==> src/design/wsd_pkg.sv <==
// ----------------------------------------------------------------------------
// wsd_pkg: shared types and codes for the WebSocket frame deframer
// Parser phases, result kinds, error codes, message types and header opcodes.
// ----------------------------------------------------------------------------
package wsd_pkg;

   typedef enum logic [2:0] {
      PH_FIRST   = 3'd0,
      PH_SECOND  = 3'd1,
      PH_EXT     = 3'd2,
      PH_PAYLOAD = 3'd3,
      PH_HALT    = 3'd4
   } phase_type;

   typedef enum logic [1:0] {
      KIND_PAYLOAD = 2'd0,
      KIND_EMPTY   = 2'd1,
      KIND_ERROR   = 2'd2
   } kind_type;

   typedef enum logic [1:0] {
      ERR_FIN_CLEAR  = 2'd0,
      ERR_MASK_SET   = 2'd1,
      ERR_LEN_WIDE   = 2'd2,
      ERR_BAD_OPCODE = 2'd3
   } err_type;

   typedef enum logic [1:0] {
      MSG_TEXT   = 2'd0,
      MSG_BINARY = 2'd1,
      MSG_CLOSE  = 2'd2
   } msg_type;

   localparam logic [3:0] OP_TEXT   = 4'h1;
   localparam logic [3:0] OP_BINARY = 4'h2;
   localparam logic [3:0] OP_CLOSE  = 4'h8;

   localparam logic [6:0] LEN_EXT16 = 7'd126;
   localparam logic [6:0] LEN_EXT64 = 7'd127;

   localparam logic [3:0] EXT_BYTES_SHORT = 4'd2;
   localparam logic [3:0] EXT_BYTES_LONG  = 4'd8;
   localparam logic [3:0] EXT_UPPER_BYTES = 4'd4;

endpackage

==> src/design/websocket_frame_deframer_top.sv <==
// ----------------------------------------------------------------------------
// websocket_frame_deframer_top: server-to-client WebSocket frame parser
// Parses frame headers from a byte stream and passes payload bytes out tagged.
// ----------------------------------------------------------------------------
// The block takes one received byte per cycle on the req_ stream while
// req_tready is high: every byte is parsed by one combinational state update
// (header byte check, extended length shift, payload down-count) and any
// result is loaded into the rsp_ output register on the byte transfer.
// req_tready stays high while the output register is empty or is being
// emptied in the same cycle, so a stalled consumer only holds the stream
// while a result is waiting. Header bytes produce no result unless the header
// completes a zero-length message (one empty-message result) or breaks the
// protocol (one error result). After an error the block swallows all further
// bytes without results until reset. Reset is synchronous, active high.
module websocket_frame_deframer_top (
   input  logic        clock,
   input  logic        reset,
   // request stream: tdata[7:0] rx_byte
   input  logic        req_tvalid,
   output logic        req_tready,
   input  logic [7:0]  req_tdata,
   // response stream
   output logic        rsp_tvalid,
   input  logic        rsp_tready,
   // tdata: [7:0] payload_byte, [39:8] message_length, [41:40] error_code,
   //        [47:42] zero
   output logic [47:0] rsp_tdata,
   // tuser: [1:0] result_kind, [3:2] message_type
   output logic [3:0]  rsp_tuser,
   // tlast: last_of_message
   output logic        rsp_tlast
);
   import wsd_pkg::*;

   // parser state
   phase_type   phase_ff, phase_in;
   logic [7:0]  held_ff, held_in;             // first header byte
   msg_type     mkind_ff, mkind_in;           // type of the current message
   logic [3:0]  ext_cnt_ff, ext_cnt_in;       // extended length bytes seen
   logic        long_ff, long_in;             // 64-bit length form
   logic [31:0] len_ff, len_in;               // decoded length
   logic [31:0] left_ff, left_in;             // payload bytes still to come

   // output register
   logic        rsp_valid_ff;
   kind_type    o_kind_ff, o_kind_in;
   logic [7:0]  o_data_ff, o_data_in;
   msg_type     o_mtype_ff, o_mtype_in;
   logic        o_last_ff, o_last_in;
   logic [31:0] o_len_ff, o_len_in;
   err_type     o_err_ff, o_err_in;

   logic        emit;
   logic        accept;
   logic        finish;       // header complete this byte
   logic [3:0]  ext_need;
   logic [3:0]  ext_cnt_inc;
   logic [3:0]  opcode;

   assign req_tready = !rsp_valid_ff || rsp_tready;
   assign accept     = req_tvalid && req_tready;
   assign opcode     = held_ff[3:0];
   assign ext_need   = long_ff ? EXT_BYTES_LONG : EXT_BYTES_SHORT;
   assign ext_cnt_inc = ext_cnt_ff + 4'd1;

   always_comb begin
      phase_in   = phase_ff;
      held_in    = held_ff;
      mkind_in   = mkind_ff;
      ext_cnt_in = ext_cnt_ff;
      long_in    = long_ff;
      len_in     = len_ff;
      left_in    = left_ff;
      emit       = 1'b0;
      finish     = 1'b0;
      o_kind_in  = KIND_PAYLOAD;
      o_data_in  = 8'd0;
      o_mtype_in = MSG_TEXT;
      o_last_in  = 1'b0;
      o_len_in   = 32'd0;
      o_err_in   = ERR_FIN_CLEAR;

      case (phase_ff)
         PH_FIRST: begin
            if (!req_tdata[7]) begin
               phase_in  = PH_HALT;
               emit      = 1'b1;
               o_kind_in = KIND_ERROR;
               o_err_in  = ERR_FIN_CLEAR;
            end else begin
               held_in  = req_tdata;
               phase_in = PH_SECOND;
            end
         end
         PH_SECOND: begin
            if (req_tdata[7]) begin
               phase_in  = PH_HALT;
               emit      = 1'b1;
               o_kind_in = KIND_ERROR;
               o_err_in  = ERR_MASK_SET;
            end else begin
               ext_cnt_in = 4'd0;
               len_in     = 32'd0;
               long_in    = 1'b0;
               if (req_tdata[6:0] == LEN_EXT16) begin
                  phase_in = PH_EXT;
               end else if (req_tdata[6:0] == LEN_EXT64) begin
                  long_in  = 1'b1;
                  phase_in = PH_EXT;
               end else begin
                  len_in = {25'd0, req_tdata[6:0]};
                  finish = 1'b1;
               end
            end
         end
         PH_EXT: begin
            if (long_ff && (ext_cnt_ff < EXT_UPPER_BYTES) && (req_tdata != 8'd0)) begin
               // upper half of a 64-bit length must be zero
               phase_in  = PH_HALT;
               emit      = 1'b1;
               o_kind_in = KIND_ERROR;
               o_err_in  = ERR_LEN_WIDE;
            end else begin
               len_in     = {len_ff[23:0], req_tdata};
               ext_cnt_in = ext_cnt_inc;
               finish     = (ext_cnt_inc >= ext_need);
            end
         end
         PH_PAYLOAD: begin
            emit       = 1'b1;
            o_kind_in  = KIND_PAYLOAD;
            o_data_in  = req_tdata;
            o_mtype_in = mkind_ff;
            o_len_in   = len_ff;
            o_last_in  = (left_ff <= 32'd1);
            if (left_ff <= 32'd1) begin
               left_in  = 32'd0;
               phase_in = PH_FIRST;
            end else begin
               left_in = left_ff - 32'd1;
            end
         end
         default: begin
            // halted: bytes are swallowed
         end
      endcase

      if (finish) begin
         if ((opcode != OP_TEXT) && (opcode != OP_BINARY) && (opcode != OP_CLOSE)) begin
            phase_in  = PH_HALT;
            emit      = 1'b1;
            o_kind_in = KIND_ERROR;
            o_err_in  = ERR_BAD_OPCODE;
            o_len_in  = len_in;
         end else begin
            if (opcode == OP_TEXT) begin
               mkind_in = MSG_TEXT;
            end else if (opcode == OP_BINARY) begin
               mkind_in = MSG_BINARY;
            end else begin
               mkind_in = MSG_CLOSE;
            end
            if (len_in == 32'd0) begin
               // zero-length message: one empty-message result
               phase_in   = PH_FIRST;
               emit       = 1'b1;
               o_kind_in  = KIND_EMPTY;
               o_mtype_in = mkind_in;
               o_last_in  = 1'b1;
            end else begin
               left_in  = len_in;
               phase_in = PH_PAYLOAD;
            end
         end
      end
   end

   always_ff @(posedge clock) begin
      if (reset) begin
         phase_ff   <= PH_FIRST;
         held_ff    <= 8'd0;
         mkind_ff   <= MSG_TEXT;
         ext_cnt_ff <= 4'd0;
         long_ff    <= 1'b0;
         len_ff     <= 32'd0;
         left_ff    <= 32'd0;
      end else if (accept) begin
         phase_ff   <= phase_in;
         held_ff    <= held_in;
         mkind_ff   <= mkind_in;
         ext_cnt_ff <= ext_cnt_in;
         long_ff    <= long_in;
         len_ff     <= len_in;
         left_ff    <= left_in;
      end
   end

   always_ff @(posedge clock) begin
      if (reset) begin
         rsp_valid_ff <= 1'b0;
      end else if (accept && emit) begin
         rsp_valid_ff <= 1'b1;
      end else if (rsp_tready) begin
         rsp_valid_ff <= 1'b0;
      end
   end

   // result payload, no reset
   always_ff @(posedge clock) begin
      if (accept && emit) begin
         o_kind_ff  <= o_kind_in;
         o_data_ff  <= o_data_in;
         o_mtype_ff <= o_mtype_in;
         o_last_ff  <= o_last_in;
         o_len_ff   <= o_len_in;
         o_err_ff   <= o_err_in;
      end
   end

   assign rsp_tvalid = rsp_valid_ff;
   assign rsp_tdata  = {6'd0, o_err_ff, o_len_ff, o_data_ff};
   assign rsp_tuser  = {o_mtype_ff, o_kind_ff};
   assign rsp_tlast  = o_last_ff;

`ifndef SYNTH
   // halt is sticky
   a_halt_sticky: assert property (@(posedge clock) disable iff (reset)
      phase_ff == PH_HALT |=> phase_ff == PH_HALT)
      else $error("deframer left halt without reset");

   // every error result halts the parser
   a_error_halts: assert property (@(posedge clock) disable iff (reset)
      accept && emit && o_kind_in == KIND_ERROR |=> phase_ff == PH_HALT)
      else $error("error result without halt");

   // a payload byte that is not last keeps the parser in payload
   a_payload_continues: assert property (@(posedge clock) disable iff (reset)
      accept && emit && o_kind_in == KIND_PAYLOAD && !o_last_in
      |=> phase_ff == PH_PAYLOAD)
      else $error("payload run ended early");

   // payload phase always has bytes outstanding
   a_left_nonzero: assert property (@(posedge clock) disable iff (reset)
      phase_ff == PH_PAYLOAD |-> left_ff != 32'd0)
      else $error("payload phase with zero bytes left");

   // a result is only loaded when the output register is free or draining
   a_no_overwrite: assert property (@(posedge clock) disable iff (reset)
      rsp_valid_ff && !rsp_tready |-> !accept)
      else $error("byte accepted while result stalled");
`endif

endmodule

==> config.mk <==
export PLATFORM = sky130hd
export DESIGN_NAME = websocket_frame_deframer_top
export DESIGN_NICKNAME = d
export VERILOG_FILES = /design/src/design/wsd_pkg.sv /design/src/design/websocket_frame_deframer_top.sv
export SDC_FILE = /design/constraint.sdc
export NUM_CORES = 1
export LEC_CHECK = 0
export BUFFER_PORTS_ARGS = -buffer_cell sky130_fd_sc_hd__buf_2
export CAP_MARGIN = 20
export CORE_UTILIZATION = 24
export DETAILED_ROUTE_END_ITERATION = 8
export SLEW_MARGIN = 25
export SYNTH_ARGS = -nofsm -noshare
export SYNTH_HDL_FRONTEND = slang
export SYNTH_SLANG_ARGS = --single-unit
==> constraint.sdc <==
create_clock -name clock -period 5.1 [get_ports clock]
set_input_delay 1.02 -clock clock [delete_from_list [all_inputs] [get_ports clock]]
set_output_delay 1.02 -clock clock [all_outputs]
set_load 0.05 [all_outputs]
==> flow_summary.yaml <==
setup_path:
  path_class: "in -> reg"
  cp.required_ns: 5.21
  cp-start-kind: "input pin"
  r2r_slack_ns: 1.35
  r2r-start: "len_ff[0]"
  r2r_end: "o_len_ff[23]"
  end_kind: "register"
  reg2reg_depth: 7
  startpoint: "req_tdata[3]"
  worstPathMaxFanout: 35
  critPathArrivalTime_ns: 4.00
  crit_end: "o_len_ff[23]"
clock_network:
  cts_setup_buffers: 0
  postCtsHoldBufs: 0
  cts_buffers: 17
  postCtsResizedCells: 0
  cts_max_path_buffers: 2
  clock_latency_ns: 0.42
  cts_tree: "yes"
  cts.sinks: 126
  clockRootBuffer: "clkbuf_16"
  clk_pin_slew_ns: 0.06
  cts_max_level: 4
floorplan:
  core_sq_um: 26300
  die_area_sq_um: 27700
  die_x_um: 166
  core.rowCount: 59
  chipHeight_um: 166
  io_pins: 67
  start_util: 0.247
timing:
  period_share: 0.764
  setup_tns_ns: 0
  setup_viol: 0
  tightest_slew_ns: 0.976
  fmax_mhz: 257
  min_period_ns: 3.89
  rsz0062_at_grt: "false"
  slew_headroom: 0.333
  report.final.slew_viol_count: 0
  hold_viol: 0
  finalClockSkew_ns: 0.0131
power:
  power_density_nw_per_um2: 415
  total_power_uw: 3210
  power_leakage_uw: 0.00276
  peakVddDrop_uv: 232
logic_synthesis:
  ys.flop_type: "dfxtp_1"
  synthesis.area_sq_um: 6490
  synth-seq-cells: 126
  synth_top_area_frac: 0.244
  yosysWarningCount: 0
  yosys-top-cells-area: "dfxtp_1, edfxtp_1, nor2_1, a22o_1, a22oi_1"
  synthDistinctLibCells: 79
  synthCells: 692
  synth_edf_count: 47
  synthArstFlopShare: 0
  synth_area_leader_cell: "dfxtp_1"
  syn_area_per_cell_sq_um: 9.38
  synth_seq_area_share: 0.461
placed_design:
  finalWeightedCongestion: 0.872
  io_buffers: 60
  place_area_sq_um: 7120
  dp_hpwl_um: 13700
run_status:
  status: "finished, violations left"
  failed_checks: "DRC"
final_layout:
  drive_above_1_share: 0.174
  diodes: 0
  postLayoutCellArea_sq_um: 7730
  syn_to_final_growth_pct: 19.1
  layout.nets: 756
  final_core_util: 0.294
detailed_routing:
  avgRoutedWirePerCell_um: 19.3
  ant_nets: 0
  drt-initial-drc-count: 787
  first_pass_iters: 7
  drt_drc_violations_left: 1
  drt_wl_total_um: 21000
  vias: 6003
  vias_per_cell: 5.52
grt:
  antenna_found_initial: 0
  grt_usage: 0.151
  grt_pass1_vias: 5655
  grt_pass1_wl_um: 32800
  grt_overflow_total: 0
  grt_max_degree: 48
flow_run:
  drv_cap: 0
min_path:
  min_path_type: "reg -> reg"
## metrics by stage
stage / hold WS, ns / setup slack [ns] / std cells
after floorplan: 0.449 / 0.601 / 697
after global placement: 0.463 / 0.902 / 1055
after detailed placement: 0.466 / 0.817 / 1055
after CTS: 0.475 / 1.25 / 1087
after global routing: 0.510 / 1.08 / 1087
final: 0.474 / 1.21 / 1087
## cell usage in the layout, fill, tap and decap left out, types with 11 or more instances in the layout
master,n
nand2_1,41
edfxtp_1,47
o21ai_0,30
a221oi_1,14
a22o_1,33
buf_2,60
buf_4,11
nor2_1,78
nand3_1,19
a21oi_1,44
nor3_1,20
a22oi_1,36
clkbuf_16,17
nor4_1,18
and3_1,18
dfxtp_1,79
## cell families after synthesis
logic type	count (synthesis)	share of synthesized area
xor+xnor	11	0.0148
other cells	1	0.000577
mux	5	0.00771
flops	126	0.461
fa+ha+maj	5	0.00963
buf+inv	59	0.0408
simple gates	254	0.203
compound gates	231	0.262
## critical path: stages
cell and delay (ns):
buf_2 0.15, or4_4 0.54, o31ai_2 0.33, a21oi_2 0.23, a211oi_4 0.59, o21ai_0 0.32, a21oi_4 0.50, buf_12 0.27
## area by class of cell
type	instances	area (sq um)
Sequential cell	126	2990
Multi-Input combinational cell	512	3270
Inverter	10	37.5
Fill cell	2811	18500
Tap cell	335	419
Timing Repair Buffer	72	403
Clock inverter	12	165
Clock buffer	20	447
## cells in the mapped netlist (7+ instances only)
cell type and number:
nand4_1 7, xnor2_1 7, a22oi_1 36, or4_1 7
and2_1 9, nor2_1 78, nor3_1 20, a21oi_1 45
inv_1 9, nor4_1 18, nand3_1 19, clkbuf_1 36
dfxtp_1 79, and3_1 18, a22o_1 33, a31oi_1 9
edfxtp_1 47, nand2_1 41, a221oi_1 14, o21ai_0 30
## how the worst min path moves through the flow
stage                          to           from  slack (ns)  cells past startpoint
floorplan           ext_cnt_ff[1]  ext_cnt_ff[1]        0.45                      2
global placement    ext_cnt_ff[1]  ext_cnt_ff[1]        0.46                      2
detailed placement  ext_cnt_ff[1]  ext_cnt_ff[1]        0.47                      2
CTS                 ext_cnt_ff[1]  ext_cnt_ff[1]        0.47                      2
global route        ext_cnt_ff[3]  ext_cnt_ff[3]        0.51                      2
finish              ext_cnt_ff[1]  ext_cnt_ff[1]        0.47                      2
## registers in the layout, indices dropped and copies added (netlist names)
register	cells
ext_cnt_ff	4
rsp_tlast	1
o_mtype_ff	2
mkind_ff	2
o_err_ff	2
rsp_tvalid	1
left_ff	32
len_ff	32
o_len_ff	32
o_data_ff	8
long_ff	1
held_ff	4
o_kind_ff	2
phase_ff	3
## per-layer routing
metal	track usage	vias up	wire length (um)
met5	0	-	0
li1	-	2777	-
met4	0.0548	0	349
met2	0.226	325	9260
met3	0.0356	29	1890
met1	0.211	2872	9470
## where the power goes
group / switching [uW] / leakage, uW / internal (uW)
clock: 471 / 0.000304 / 826
combinational: 547 / 0.00137 / 174
sequential: 56.8 / 0.00109 / 1130
No activity file was read; power rests on OpenSTA's default activity.
